[config.mk]
export PLATFORM = sky130hd
export DESIGN_NAME = llba_cell
export DESIGN_NICKNAME = d
export VERILOG_FILES = /design/src/hw/rtl/llba_pkg.sv /design/src/hw/rtl/llba_cell.sv
export SDC_FILE = /design/constraint.sdc
export NUM_CORES = 1
export LEC_CHECK = 0
export BUFFER_PORTS_ARGS = -buffer_cell sky130_fd_sc_hd__buf_2
export CORE_MARGIN = 4
export CORE_UTILIZATION = 50
export DETAILED_ROUTE_END_ITERATION = 12
export PLACE_DENSITY = 0.8
export SLEW_MARGIN = 20
export SYNTH_ARGS = -nofsm -noshare
export SYNTH_HDL_FRONTEND = slang
export SYNTH_SLANG_ARGS = --single-unit
[constraint.sdc]
create_clock -name i_clk -period 4 [get_ports i_clk]
set_input_delay 0.8 -clock i_clk [delete_from_list [all_inputs] [get_ports i_clk]]
set_output_delay 0.8 -clock i_clk [all_outputs]
set_load 0.01 [all_outputs]
[src/hw/rtl/llba_pkg.sv]
// shared constants, types and state codes of the least-loaded bin assigner
`timescale 1ns / 1ps
`default_nettype none

package llba_pkg;

    // fixed field widths
    localparam int CFG_W      = 7;
    localparam int WEIGHT_W   = 16;
    localparam int BIN_NUM_W  = 7;
    localparam int LOAD_OUT_W = 32;

    // register reset value
    localparam logic [CFG_W-1:0] CFG_RESET = 7'd64;

    // parameter defaults
    localparam int DEF_MAX_BINS  = 64;
    localparam int DEF_LOAD_BITS = 32;

    // controller states
    typedef enum logic [1:0] {
        ST_IDLE,
        ST_SEARCH,
        ST_WRITE
    } t_state;

    // per-cell control strobes
    typedef struct packed {
        logic clear;
        logic wr;
    } t_cell_ctl;

endpackage

`default_nettype wire

[src/hw/rtl/llba_cell.sv]
// one bin cell: holds a load and forwards the running minimum token
`timescale 1ns / 1ps
`default_nettype none

module llba_cell #(
    parameter int LOAD_BITS = llba_pkg::DEF_LOAD_BITS,
    parameter int IDX_W     = 6,
    parameter int IDX       = 0
) (
    input  wire                          i_clk,
    input  wire                          i_rst_n,
    input  llba_pkg::t_cell_ctl          i_ctl,
    input  wire  [LOAD_BITS-1:0]         i_wr_load,
    input  wire  [llba_pkg::CFG_W-1:0]   i_bins_in_use,
    input  wire                          i_tok_vld,
    input  wire  [LOAD_BITS-1:0]         i_tok_load,
    input  wire  [IDX_W-1:0]             i_tok_idx,
    output logic                         o_tok_vld,
    output logic [LOAD_BITS-1:0]         o_tok_load,
    output logic [IDX_W-1:0]             o_tok_idx
);

    localparam int CMP_W = ((IDX_W > llba_pkg::CFG_W) ? IDX_W : llba_pkg::CFG_W) + 1;

    logic [LOAD_BITS-1:0] r_load;
    logic                 r_tok_vld;
    logic [LOAD_BITS-1:0] r_tok_load;
    logic [IDX_W-1:0]     r_tok_idx;
    logic                 active;
    logic                 take_mine;

    // bin zero always takes part, others only below the configured count
    assign active    = (IDX == 0) || (CMP_W'(i_bins_in_use) > CMP_W'(IDX));
    assign take_mine = active && (r_load < i_tok_load);

    // bin load
    always_ff @(posedge i_clk) begin
        if (!i_rst_n) begin
            r_load <= '0;
        end else if (i_ctl.clear) begin
            r_load <= '0;
        end else if (i_ctl.wr) begin
            r_load <= i_wr_load;
        end
    end

    // token valid
    always_ff @(posedge i_clk) begin
        if (!i_rst_n) begin
            r_tok_vld <= 1'b0;
        end else begin
            r_tok_vld <= i_tok_vld;
        end
    end

    // token payload, strict compare keeps the lower bin on a tie
    always_ff @(posedge i_clk) begin
        if (i_tok_vld) begin
            if (take_mine) begin
                r_tok_load <= r_load;
                r_tok_idx  <= IDX_W'(IDX);
            end else begin
                r_tok_load <= i_tok_load;
                r_tok_idx  <= i_tok_idx;
            end
        end
    end

    assign o_tok_vld  = r_tok_vld;
    assign o_tok_load = r_tok_load;
    assign o_tok_idx  = r_tok_idx;

endmodule

`default_nettype wire

# After elaboration in Yosys (flattened, before gate mapping)
# Index checks and enable logic that the tools add are counted.
dict set report word_totals {
  reg_bits 71
  in_bits 82
  word_cells 8
}
dict set report op_classes {
  n_lt_le_gt_ge 1
  mux 1
  n_bitwise 1
  n_reduce_logical 1
}
# operator n
set op_table {}
lappend op_table {{32-bit < comparator} 1}
lappend op_table {{32-bit two-way mux} 1}
lappend op_table {{2-bit OR reduction} 1}
lappend op_table {{1-bit inverter} 1}

# Longest topological paths before layout
dict set report depth {
  word_depth 2
  mapped_depth 10
  ltp_nobuf 8
}

# Least setup slack after synthesis
# OpenSTA, ideal clock, no wires.
dict set report synth_path {
  kind {input port to flip-flop}
  from {in i_tok_load[6]}
  to {reg r_tok_load[17], in the netlist o_tok_load[17] (data pin)}
  setup_time_ps 262
  arrival_ps 2786
  setup_slack_ps 952
  cell_stages 10
  n_path_buf 2
  cell_sequence {inv_1 -> ha_1 -> a21o_1 -> a221oi_1 -> o31ai_1 -> a211o_1 -> a211oi_2 -> buf_4 -> buf_6 -> mux2_1}
}
dict set report synth_via {
  elab_chain_cells 2
}
# element line
set synth_rtl {}
lappend synth_rtl {{start, declared} llba_cell.sv:16} ;# input wire [LOAD_BITS-1:0] i_tok_load,
lappend synth_rtl {{32-bit < comparator} llba_cell.sv:34} ;# assign take_mine = active && (r_load < i_tok_load);
lappend synth_rtl {{32-bit two-way mux} llba_cell.sv:59} ;# if (take_mine) begin
lappend synth_rtl {{end signal, assigned} llba_cell.sv:60} ;# r_tok_load <= r_load;
lappend synth_rtl {{end signal, assigned} llba_cell.sv:63} ;# r_tok_load <= i_tok_load;
lappend synth_rtl {{end, declared} llba_cell.sv:27} ;# logic [LOAD_BITS-1:0] r_tok_load;
# No other way between the ends.
# A chain may end at the register's enable or synchronous reset.

# Final worst setup path
dict set report layout_path {
  from {in i_tok_load[6]}
  to {reg r_tok_load[10], in the netlist o_tok_load[10] (data pin)}
}
# Same word-level chain as after synthesis.

==> metrics.md <==
| Metric | Value |
|---|---|
| Status | `completed` |
| Slowest stage delay, CP | `0.38 ns` |
| DP HPWL | `5.26 mm` |
| Final #Nets | `525` |
| Die width | `91.7 um` |
| TNS Setup | `0 ns` |
| Endpoint type of the worst setup path | `flip-flop` |
| Resized cells post-CTS | `0` |
| RSZ-0062 raised after global routing | `no` |
| Internal | `1380 uW` |
| Reported max-cap violation count | `0` |
| Share of cells above drive strength 1 | `36.2%` |
| Switch Pwr | `377 uW` |
| Max Fclk | `0.328 GHz` |
| Clock Skew | `0.00736 ns` |
| Largest net degree at the start of global routing | `40` |
| Final period utilization | `76.2%` |
| Sequential share of power | `46.7%` |
| Reg-to-reg setup timing slack | `1.23 ns` |
| Req. time, crit path | `4.09 ns` |
| Die height | `91.7 um` |
| Logic pwr share | `11.4%` |
| Syn Inst Count | `296` |
| R2R Path Start | `r_load[6]` |
| Cell taking the most area after synthesis | `edfxtp_1` |
| Number of global-route vias before repair | `2653` |
| Mean Syn Cell Area | `11.8 um^2` |
| CTS root buffer | `clkbuf_8` |
| Synth Flop Type | `edfxtp_1` |
| Leakage | `0.00225 uW` |
| Clk slew on worst S/H paths | `0.07 ns` |
| R2r endpoint | `o_tok_load[10]` |
| Leading post-synthesis cells by cell area | `edfxtp_1 33%, dfxtp_1 19%, ha_1 11%` |
| Post-Syn Nets | `409` |
| Placed insts | `497` |
| Clock sink total | `71` |
| Synth top cells by count | `38 x edfxtp_1, 38 x nor2_1, 33 x dfxtp_1, 32 x mux2i_1` |
| CTS tree | `yes` |
| Synth top area share | `32.6%` |
| H-tree Lvls | `3` |
| Final Hold Fails | `0` |
| Async set-or-reset flop fraction in the synthesized netlist | `0%` |
| CTS Buffer Depth | `2` |
| Post-synth EDFFs | `38` |
| Via count | `2551` |
| Initial DRT Pass Iterations | `6` |
| Net Sw Frac | `21.5%` |
| Seq/Total Area, Yosys | `51.5%` |
| CP startpoint | `i_tok_load[6]` |
| CP Cell Sequence | `buf_2 -> inv_1 -> ha_1 -> a21o_1 -> a221oi_1 -> o31ai_1 -> a211o_1 -> a211oi_4 -> buf_4 -> mux2_2` |
| First-pass GRT wire length | `11.9 mm` |
| Worst EP arrival | `3.13 ns` |
| Worst vdd rail ir drop | `0.277 mV` |
| Reg2Reg Depth | `8` |
| # DRC | `0` |
| Via density | `4.97` |
| Area Overhead vs Synth | `26.1%` |
| Clock share of power | `41.9%` |
| Critical Path Slowest Stage Cell | `mux2_2` |
| Worst slack at placement | `0.574 ns` |
| Non-Filler Instances | `513` |
| Initial core utilization | `51.5%` |
| Max-slew violations | `0` |
| Die area | `0.00840 mm^2` |
| Antenna Nets Post-Route | `0` |
| CP endpoint | `o_tok_load[10]` |
| Final setup fails | `0` |
| Synth warn | `0` |
| Final min period | `3.05 ns` |
| RePlAce Congestion | `0.768` |
| Slew margin rel. | `32.7%` |
| FF+latch count, synth | `71` |
| Total grt overflow | `0` |
| Core area | `0.00679 mm^2` |
| Worst Setup Start Kind | `input pin` |
| Ant diodes | `0` |
| Setup ws final | `0.952 ns` |
| Crit Path Class | `in2reg` |
| Hold_buf cts | `0` |
| IO Pins | `121` |
| PD cells | `397 mW/mm^2` |
| # rows | `30` |
| DR WL/cell | `14.3 um` |
| IO Port Bufs | `113` |
| Crit-path max FO | `23` |
| Hold slack | `0.521 ns` |
| Clk_lat worst skew | `0.33 ns` |
| Measured slew at the worst slew-check pin | `1.01 ns` |
| Num CTS Buffers | `9` |
| Syn Std Cell Area | `0.00350 mm^2` |
| Drt initial violations | `69` |
| Final WL | `7.34 mm` |
| Initial antenna violation count | `0` |
| Fillers | `543` |
| Setup bufs post-CTS | `0` |
| Synth unique cells | `33` |
| Total GRT Usage | `18.0%` |
| Hold Path Class | `reg2reg` |
-- stage by stage --
step                      util, %  power, uW  cell area, um^2
after floorplan                 -        945             3500
after global placement       61.1       1030             4150
after detailed placement     61.1       1040             4150
after CTS                    65.0       1780             4410
after global routing         65.0       1830             4410
final                        65.0       1750             4410
-- routing by layer --
layer / vias up / global-route usage [%] / routed length, um
met4: 0 / 6.03 / 77
li1: 1272 / - / -
met2: 71 / 32.8 / 3830
met1: 1200 / 19.7 / 2960
met5: - / 0 / 0
met3: 8 / 5.66 / 482
-- layout make-up --
class,instances,area (um^2),area share (%)
inverters,31,116,2.64
repair buffers,116,588,13.3
clock inverters,7,135,3.06
clock buffers,9,124,2.81
flip-flops and latches,71,1800,40.8
well taps,96,120,2.72
multi-input cells,183,1530,34.6
-- cells in the final DEF (no fill, tap or decap), drive strengths merged, types with 2 or more instances in the layout --
cell type / synthesis / layout
edfxtp: 38 / 38
nand2: 9 / 9
nand3: 3 / 3
buf: 7 / 116
nor2: 38 / 38
inv: 31 / 31
clkinv: 0 / 2
mux2i: 32 / 32
nand2b: 2 / 2
dfxtp: 33 / 33
bufinv: 0 / 4
ha: 31 / 31
a221oi: 2 / 2
o21ai: 3 / 3
a211oi: 2 / 2
nand4: 3 / 3
clkbuf: 4 / 9
mux2: 32 / 32
nor2b: 6 / 6
a21oi: 10 / 10
a21o: 2 / 2
-- power by group through the flow --
stage | sequential (uW) | clock [uW] | combinational (uW)
floorplan | 846 | 0 | 98.3
global placement | 834 | 0 | 195
detailed placement | 835 | 0 | 201
CTS | 819 | 755 | 202
global route | 822 | 787 | 223
finish | 818 | 735 | 199
-- logic make-up (layout without fill, tap and decap cells) --
kind of cell	Yosys count	after routing	share of synthesized area (%)
compound gates	23	23	4.47
fa+ha+maj	31	31	11.1
buf+inv	42	163	5.08
flops	71	71	51.5
mux	64	64	19.4
simple gates	65	65	8.44
-- state kept, by name (all words and copies together), names as in the netlist --
name        cells
o_tok_load     32
r_load         32
o_tok_idx       6
o_tok_vld       1
-- worst max-delay path: cells and delay by family --
| family | cells | cell delay [ns] |
|---|---|---|
| fa+ha+maj | 1 | 0.29 |
| compound gates | 5 | 1.18 |
| buf+inv | 3 | 0.47 |
| mux | 1 | 0.38 |
-- worst min-delay path by stage --
stage                     slack (ns)  depth (start not counted)    endpoint       start
after global placement          0.50                          2  r_load[23]  r_load[23]
after floorplan                 0.48                          2   r_load[0]   r_load[0]
after detailed placement        0.51                          2   r_load[0]   r_load[0]
after global routing            0.55                          2   r_load[5]   r_load[5]
final                           0.52                          2   r_load[0]   r_load[0]
after CTS                       0.52                          2   r_load[0]   r_load[0]
No activity file was read; power rests on OpenSTA's default activity.
